===== src/rtl/btcm_pkg.sv =====
// shared types and constants of the bilevel template context model
package btcm_pkg;

  localparam int unsigned MaxWidth   = 1024;
  localparam int unsigned RowLimit   = 4096;
  localparam int unsigned ColBits    = $clog2(MaxWidth);
  localparam int unsigned RowBits    = $clog2(RowLimit);
  localparam int unsigned WidthBits  = 11;
  localparam int unsigned HeightBits = 13;
  localparam int unsigned InitBits   = 16;
  localparam int unsigned StepBits   = 12;
  localparam int unsigned LimitBits  = 16;
  localparam int unsigned CfgBits    = 16;
  localparam int unsigned RegIdxBits = 3;

  localparam int unsigned TableSize  = 1047551;
  localparam int unsigned CtxBits    = $clog2(TableSize);
  localparam int unsigned FoldMul    = (1 << CtxBits) - TableSize;
  localparam int unsigned DigitRadix = 3;
  localparam int unsigned TmplLen    = 10;
  localparam int unsigned PackBits   = 16;
  localparam int unsigned HashMul    = 713;
  localparam int unsigned HashBits   = 26;
  localparam int unsigned CountBits  = 17;

  localparam int unsigned QueueDepth = 4;
  localparam int unsigned QPtrBits   = $clog2(QueueDepth);

  typedef enum logic {
    ACT_PIXEL = 1'b0,
    ACT_CLEAR = 1'b1
  } action_e;

  typedef enum logic [RegIdxBits-1:0] {
    REG_WIDTH  = 3'd0,
    REG_HEIGHT = 3'd1,
    REG_INIT   = 3'd2,
    REG_STEP   = 3'd3,
    REG_LIMIT  = 3'd4
  } reg_idx_e;

  typedef struct packed {
    logic [WidthBits-1:0]  width;
    logic [HeightBits-1:0] height;
    logic [InitBits-1:0]   init;
    logic [StepBits-1:0]   step;
    logic [LimitBits-1:0]  limit;
  } cfg_t;

  // one word passed from the front to the back
  typedef struct packed {
    action_e              action;
    logic                 pixel;
    logic                 mark_end;
    logic [CtxBits-1:0]   ctx;
  } work_t;

endpackage


===== src/rtl/btcm_front.sv =====
// front: position tracking, line stores, template digits and context hash
module btcm_front import btcm_pkg::*; (
  input  logic    clk_i,
  input  logic    rst_ni,
  input  cfg_t    cfg_i,
  input  logic    in_valid_i,
  output logic    in_ready_o,
  input  action_e in_action_i,
  input  logic    in_pixel_i,
  output logic    push_o,
  output work_t   work_o,
  input  logic    full_i
);

  typedef struct packed {
    logic above;
    logic two;
  } lpair_t;

  localparam int unsigned PrefetchLen = 3;
  localparam logic [PackBits-1:0] Pow3 [TmplLen] = '{
    16'd19683, 16'd6561, 16'd2187, 16'd729, 16'd243,
    16'd81, 16'd27, 16'd9, 16'd3, 16'd1
  };

  logic [WidthBits-1:0]  eff_w;
  logic [HeightBits-1:0] eff_h;
  logic [ColBits-1:0]    col_q, col_d;
  logic [RowBits-1:0]    row_q, row_d;
  logic [1:0]            left_q, left_d;
  logic                  pf_on_q, pf_on_d;
  logic [1:0]            pf_cnt_q, pf_cnt_d;

  lpair_t                lstore_q [MaxWidth];
  lpair_t                rd_q;
  lpair_t                win_q [4];
  logic                  ls_re, ls_we;
  logic [ColBits-1:0]    ls_raddr;

  logic                  accept, accept_pix;
  logic [WidthBits-1:0]  xw;
  logic [HeightBits-1:0] yw;
  logic                  cm2, cm1, c0, cp1, cp2, rm2, rm1, r0;
  logic                  last_col, last_row;
  logic [1:0]            dig [TmplLen];
  logic [TmplLen-1:0]    dbit, dok;
  logic [PackBits-1:0]   pack;

  logic                  s1_v_q, s2_v_q, s3_v_q;
  work_t                 s1_q, s2_q, s3_q;
  logic [PackBits-1:0]   s1_pack_q;
  logic [HashBits-1:0]   s2_hash_q;
  logic                  ld2, ld3;
  logic [PackBits:0]     hsum;
  logic [HashBits:0]     hprod;
  logic [CtxBits:0]      fold;
  logic [CtxBits-1:0]    ctx;

  // effective size: zero counts as one, large values saturate
  always_comb begin
    eff_w = cfg_i.width;
    if (cfg_i.width == '0) begin
      eff_w = WidthBits'(1);
    end else if (cfg_i.width > WidthBits'(MaxWidth)) begin
      eff_w = WidthBits'(MaxWidth);
    end
    eff_h = cfg_i.height;
    if (cfg_i.height == '0) begin
      eff_h = HeightBits'(1);
    end else if (cfg_i.height > HeightBits'(RowLimit)) begin
      eff_h = HeightBits'(RowLimit);
    end
  end

  // elastic three stage pipe
  assign push_o     = s3_v_q && !full_i;
  assign ld3        = s2_v_q && (!s3_v_q || push_o);
  assign ld2        = s1_v_q && (!s2_v_q || ld3);
  assign in_ready_o = !pf_on_q && (!s1_v_q || ld2);
  assign accept     = in_valid_i && in_ready_o;
  assign accept_pix = accept && (in_action_i == ACT_PIXEL);

  // neighbor bounds
  always_comb begin
    xw  = {1'b0, col_q};
    yw  = {1'b0, row_q};
    cm2 = (col_q >= ColBits'(2)) && ((xw - WidthBits'(2)) < eff_w);
    cm1 = (col_q >= ColBits'(1)) && ((xw - WidthBits'(1)) < eff_w);
    c0  = xw < eff_w;
    cp1 = (xw + WidthBits'(1)) < eff_w;
    cp2 = (xw + WidthBits'(2)) < eff_w;
    rm2 = (row_q >= RowBits'(2)) && ((yw - HeightBits'(2)) < eff_h);
    rm1 = (row_q >= RowBits'(1)) && ((yw - HeightBits'(1)) < eff_h);
    r0  = yw < eff_h;
    last_col = (xw + WidthBits'(1)) >= eff_w;
    last_row = (yw + HeightBits'(1)) >= eff_h;
  end

  // window holds columns x-2 .. x+1, the read register holds x+2
  always_comb begin
    dbit = {win_q[1].two, win_q[2].two, win_q[3].two,
            win_q[0].above, win_q[1].above, win_q[2].above, win_q[3].above, rd_q.above,
            left_q[1], left_q[0]};
    dok  = {cm1 && rm2, c0 && rm2, cp1 && rm2,
            cm2 && rm1, cm1 && rm1, c0 && rm1, cp1 && rm1, cp2 && rm1,
            cm2 && r0, cm1 && r0};
    pack = '0;
    for (int i = 0; i < TmplLen; i++) begin
      dig[i] = dok[TmplLen-1-i] ? {1'b0, dbit[TmplLen-1-i]} : 2'(DigitRadix - 1);
      case (dig[i])
        2'd1:    pack = pack + Pow3[i];
        2'd2:    pack = pack + (Pow3[i] << 1);
        default: pack = pack;
      endcase
    end
  end

  // line store: one read ahead per pixel, column written as its pixel passes
  assign ls_we    = accept_pix;
  assign ls_re    = pf_on_q || accept_pix;
  assign ls_raddr = pf_on_q ? ColBits'(pf_cnt_q) : col_q + ColBits'(3);

  always_ff @(posedge clk_i) begin
    if (ls_we) begin
      lstore_q[col_q] <= '{above: in_pixel_i, two: win_q[2].above};
    end
    if (ls_re) begin
      rd_q <= lstore_q[ls_raddr];
      win_q[0] <= win_q[1];
      win_q[1] <= win_q[2];
      win_q[2] <= win_q[3];
      win_q[3] <= rd_q;
    end
  end

  always_comb begin
    col_d    = col_q;
    row_d    = row_q;
    left_d   = left_q;
    pf_on_d  = pf_on_q;
    pf_cnt_d = pf_cnt_q;
    if (pf_on_q) begin
      pf_cnt_d = pf_cnt_q + 2'd1;
      if (pf_cnt_q == 2'(PrefetchLen - 1)) begin
        pf_on_d = 1'b0;
      end
    end else if (accept_pix) begin
      if (last_col) begin
        col_d    = '0;
        left_d   = '0;
        row_d    = last_row ? '0 : row_q + RowBits'(1);
        pf_on_d  = 1'b1;
        pf_cnt_d = '0;
      end else begin
        col_d  = col_q + ColBits'(1);
        left_d = {left_q[0], in_pixel_i};
      end
    end
  end

  always_ff @(posedge clk_i or negedge rst_ni) begin
    if (!rst_ni) begin
      col_q    <= '0;
      row_q    <= '0;
      left_q   <= '0;
      pf_on_q  <= 1'b1;
      pf_cnt_q <= '0;
    end else begin
      col_q    <= col_d;
      row_q    <= row_d;
      left_q   <= left_d;
      pf_on_q  <= pf_on_d;
      pf_cnt_q <= pf_cnt_d;
    end
  end

  // hash: multiply in stage two, fold 2^20 as 1025 and reduce in stage three
  assign hsum  = {1'b0, s1_pack_q} + (PackBits+1)'(s1_pack_q[2:0]);
  assign hprod = (HashBits+1)'(hsum) * (HashBits+1)'(HashMul);
  assign fold  = (CtxBits+1)'(s2_hash_q[CtxBits-1:0])
               + (CtxBits+1)'(s2_hash_q[HashBits-1:CtxBits]) * (CtxBits+1)'(FoldMul);
  assign ctx   = (fold >= (CtxBits+1)'(TableSize)) ?
                 CtxBits'(fold - (CtxBits+1)'(TableSize)) : CtxBits'(fold);

  always_ff @(posedge clk_i or negedge rst_ni) begin
    if (!rst_ni) begin
      s1_v_q <= 1'b0;
      s2_v_q <= 1'b0;
      s3_v_q <= 1'b0;
    end else begin
      if (accept) begin
        s1_v_q <= 1'b1;
      end else if (ld2) begin
        s1_v_q <= 1'b0;
      end
      if (ld2) begin
        s2_v_q <= 1'b1;
      end else if (ld3) begin
        s2_v_q <= 1'b0;
      end
      if (ld3) begin
        s3_v_q <= 1'b1;
      end else if (push_o) begin
        s3_v_q <= 1'b0;
      end
    end
  end

  always_ff @(posedge clk_i) begin
    if (accept) begin
      s1_q      <= '{action: in_action_i, pixel: in_pixel_i,
                     mark_end: last_col && last_row, ctx: '0};
      s1_pack_q <= pack;
    end
    if (ld2) begin
      s2_q      <= s1_q;
      s2_hash_q <= HashBits'(s1_pack_q) ^ HashBits'(hprod);
    end
    if (ld3) begin
      s3_q <= '{action: s2_q.action, pixel: s2_q.pixel,
                mark_end: s2_q.mark_end, ctx: ctx};
    end
  end

  assign work_o = s3_q;

endmodule


===== config.mk =====
export PLATFORM = sky130hd
export DESIGN_NAME = btcm_front
export DESIGN_NICKNAME = d
export VERILOG_FILES = /design/src/rtl/btcm_pkg.sv /design/src/rtl/btcm_front.sv
export SDC_FILE = /design/constraint.sdc
export NUM_CORES = 2
export LEC_CHECK = 0
export BUFFER_PORTS_ARGS = -buffer_cell sky130_fd_sc_hd__buf_2
export CAP_MARGIN = 20
export CORE_MARGIN = 8
export CORE_UTILIZATION = 60
export CTS_CLUSTER_SIZE = 30
export DETAILED_ROUTE_END_ITERATION = 8
export GPL_TIMING_DRIVEN = 0
export MAX_ROUTING_LAYER = met4
export PLACE_DENSITY_LB_ADDON = 0.3
export SLEW_MARGIN = 25
export SYNTH_ARGS = -nofsm -noshare
export SYNTH_HDL_FRONTEND = slang
export SYNTH_SLANG_ARGS = --single-unit

===== constraint.sdc =====
create_clock -name clk_i -period 23.3 [get_ports clk_i]
set_input_delay 3.495 -clock clk_i [delete_from_list [all_inputs] [get_ports clk_i]]
set_output_delay 3.495 -clock clk_i [all_outputs]
set_load 0.02 [all_outputs]

==> parameters.txt <==
Parameter                              Value

Drt
  Number of nets with antenna violations after detailed routing ... 0
  Post-detailed-route wirelength per cell ... 33.3 µm
  Total wire length after detailed routing ... 315 mm
  DRC Markers ... 0
  Via count normalized by instance count ... 6.91
  Total via count after detailed routing ... 65,441
  Number of detailed-routing iterations run before antenna repair ... 9
  First DRT Iteration DRCs ... 12,290

Timing
  Post-route worst hold slack ... 0.417 ns
  Slew @ Worst Pin ... 1.46 ns
  Worst setup slack after layout ... 8.54 ns
  Max transition margin ... 2.37%
  Max-slew violations ... 0
  Fmax ... 67.8 MHz
  Clock period minus final worst setup slack ... 14.76 ns
  Clock skew ... 0.0493 ns
  Unrepaired setup endpoints after global routing ... no
  Share of the clock period used by the worst path after layout ... 63.3%
  Number of hold-slack violations in the final timing report ... 0
  Number of failing setup endpoints in the final timing report ... 0

Setup path
  Critical Path Max Stage Delay ... 0.62 ns
  Combined buffer and inverter count along the critical path ... 7
  Worst Setup Start Kind ... input pin
  CP Class ... in -> reg
  Arr. time, crit path ... 15.35 ns
  Kind of cell adding the most delay to the critical path ... compound AO/OA/AOI/OAI gates
  Highest net fanout along the worst path ... 11
  Required @ worst endpoint ... 23.90 ns
  Element type at the critical path end ... register
  Most frequent CP cell ... sky130_fd_sc_hd__ha_1
  Master of the slowest instance on the critical path ... sky130_fd_sc_hd__nor4_2

Clock network
  Buffer count from post-CTS setup fixing ... 0
  Clock latency reported for the late side of the worst-skew pair ... 0.87 ns
  Number of gates given a new drive strength after cts ... 0
  Number of H-tree levels ... 4
  Hold-fix buffer count after cts ... 0
  Number of buffers created by CTS ... 208
  Root cell of the clock tree ... sky130_fd_sc_hd__clkbuf_16
  TritonCTS clock tree ... done
  Clock buffer depth ... 3
  Clock Sinks ... 2,158
  Clock transition at the register clock pins on the worst setup and hold paths after CTS ... 0.05 ns

Logic synthesis
  Post-Synthesis Cells ... 6,754
  Syn nets ... 7,107
  EDFF count, synth ... 2,128
  Syn_area_per_cell ... 14.7 µm²
  Post-synthesis async set-or-reset flop share ... 1.39%
  Top area cells in the synthesized netlist ... sky130_fd_sc_hd__edfxtp_1 64%, sky130_fd_sc_hd__mux4_2 12%, sky130_fd_sc_hd__nor2_1 4.4%, sky130_fd_sc_hd__ha_1 3.1%, sky130_fd_sc_hd__nand2_1 1.8%
  Seq cells post-synth ... 2,158
  Distinct cell type count of the synthesized netlist ... 116
  Synthesized area ... 99,500 µm²
  Most used flip-flop cell after synthesis ... sky130_fd_sc_hd__edfxtp_1
  Library cell occupying the most area in the post-synthesis netlist ... sky130_fd_sc_hd__edfxtp_1
  Share of synthesized area occupied by flip-flops and latches ... 65.0%
  Post-synth top area share ... 64.2%
  Count of synthesis-stage warnings from yosys ... 0

Outcome
  Result of the run ... complete, no violations

Global route
  Global-route usage over all layers ... 35.5%
  Initial antenna violation count ... 19
  First-pass GRT wire length ... 442 mm
  Via count of the first global-routing pass ... 63,160
  Gr ovfl total ... 0
  Pin count of the biggest net entering global routing ... 132

Placed design
  Half-perimeter wire length after detailed placement ... 224 mm
  Placed standard-cell area ... 104,000 µm²
  Pre-CTS WS ... 7.95 ns
  Count of input and output buffers ... 54
  Routability-driven placement congestion ratio ... 1.05

Floorplanning
  Die boundary width ... 423 µm
  Core outline area ... 165,000 µm²
  Row count ... 149
  Die Area ... 179,000 µm²
  Top-level port count ... 99
  Die Y ... 423 µm
  Initial Util ... 60.4%

Final layout
  Share of final-layout standard cells stronger than drive strength 1 ... 16.5%
  Final Instance Area ... 111,000 µm²
  Area taken by multi-input logic gates ... 32,600 µm²
  Sequential cell area ... 64,700 µm²
  Post-layout nets ... 7,446
  Share of the core filled with cells ... 67.3%
  Fillcell total ... 11,007
  Synth-to-layout area growth ... 11.5%

Job
  Max Cap Violations ... 0

Worst hold path
  Worst hold-check path type ... reg -> reg
[cell usage after synthesis, types with 80 or more instances]
cell and instances:
sky130_fd_sc_hd__edfxtp_1 2128, sky130_fd_sc_hd__nor2_1 1160, sky130_fd_sc_hd__mux4_2 512, sky130_fd_sc_hd__nand2_1 476
sky130_fd_sc_hd__clkbuf_1 397, sky130_fd_sc_hd__ha_1 246, sky130_fd_sc_hd__a211oi_1 182, sky130_fd_sc_hd__a21oi_1 165
sky130_fd_sc_hd__inv_1 160, sky130_fd_sc_hd__and2_1 150, sky130_fd_sc_hd__xnor2_1 137, sky130_fd_sc_hd__o21ai_0 91
sky130_fd_sc_hd__nand3_1 88, sky130_fd_sc_hd__a31oi_1 85, sky130_fd_sc_hd__xor2_1 80
[worst paths after layout]
path,from,end,slack (ns),cells after the start
min in group asynchronous,rst_ni,s2_v_q,2.72,1
min,s1_q[22],s2_q[22],0.42,0
max,cfg_i[56],s1_pack_q[14],8.54,47
max reg2reg,col_q[5],s1_pack_q[14],10.16,48
min reg2reg,s1_q[22],s2_q[22],0.42,0
max in group asynchronous,rst_ni,row_q[2],20.05,1
[placed cells by master, fill, tap and decap left out, types with 23 or more instances in the layout]
master	count
sky130_fd_sc_hd__o21ai_0	90
sky130_fd_sc_hd__clkbuf_2	106
sky130_fd_sc_hd__ha_1	246
sky130_fd_sc_hd__o21a_1	23
sky130_fd_sc_hd__a311oi_1	66
sky130_fd_sc_hd__clkbuf_1	335
sky130_fd_sc_hd__a211oi_1	151
sky130_fd_sc_hd__xnor2_1	137
sky130_fd_sc_hd__fa_1	33
sky130_fd_sc_hd__mux4_2	512
sky130_fd_sc_hd__xor2_1	80
sky130_fd_sc_hd__clkinv_2	36
sky130_fd_sc_hd__a31oi_1	85
sky130_fd_sc_hd__nor2b_1	23
sky130_fd_sc_hd__a21o_1	52
sky130_fd_sc_hd__dfrtp_1	29
sky130_fd_sc_hd__nor3_1	30
sky130_fd_sc_hd__buf_8	44
sky130_fd_sc_hd__buf_2	86
sky130_fd_sc_hd__nand3_1	88
sky130_fd_sc_hd__a21oi_1	165
sky130_fd_sc_hd__nand2b_1	25
sky130_fd_sc_hd__and3_1	31
sky130_fd_sc_hd__nor2_1	1160
sky130_fd_sc_hd__and2_1	149
sky130_fd_sc_hd__edfxtp_1	2128
sky130_fd_sc_hd__clkbuf_16	209
sky130_fd_sc_hd__inv_1	160
sky130_fd_sc_hd__buf_1	37
sky130_fd_sc_hd__nand4_1	28
sky130_fd_sc_hd__clkinv_1	49
sky130_fd_sc_hd__a211oi_2	33
sky130_fd_sc_hd__nand2_1	476
[through the flow]
step	std cells	TNS (ns)
floorplan	6754	0
global placement	8997	-3514.52
detailed placement	9070	0
CTS	9448	0
global route	9466	0
finish	9471	0
[layer usage]
metal	up-vias	global-route usage, %	wire (µm)
li1	26376	-	-
met1	32370	44.5	106000
met2	5608	49.9	136000
met3	1087	15.1	53300
met4	0	17.4	20000
met5	-	-	0
[registers in the layout, indices dropped and copies added (netlist names), 3 cells and up]
signal     flops
col_q         10
lstore_q    2048
row_q         12
s1_pack_q     16
s1_q           3
s2_hash_q     26
s2_q           3
win_q          7
work_o        23
[worst register-to-register path, delay by kind of cell (launching register included)]
| family | cells | cell delay (ns) |
|---|---|---|
| xor+xnor | 5 | 1.52 |
| mux | 2 | 0.65 |
| compound gates | 13 | 3.34 |
| fa+ha+maj | 7 | 2.17 |
| simple gates | 15 | 2.50 |
| buf+inv | 6 | 2.20 |
| flops | 1 | 0.51 |
[final cells by class]
cell class | count | share of cell area (%)
diodes | 21 | 0.0474
plain buffers | 478 | 1.79
clock buffers | 247 | 4.84
clock inverters | 131 | 1.27
inverters | 163 | 0.551
multi-input cells | 3955 | 29.4
flip-flops and latches | 2158 | 58.3
well taps | 2189 | 2.47
repair buffers | 129 | 1.40
[cells by family after synthesis]
| group | share of synthesized area [%] |
|---|---|
| AOI/OAI and AO/OA | 5.65 |
| and+or+nand+nor | 9.14 |
| buffers and inverters | 2.45 |
| DFF | 65.0 |
| xor gates and xnor gates | 2.07 |
| adders and majority gates | 3.77 |
| muxes | 11.9 |
Power is left out: the tool's default activity adds up to more than one toggle a clock period on the data nets, which glitch-free logic cannot reach.
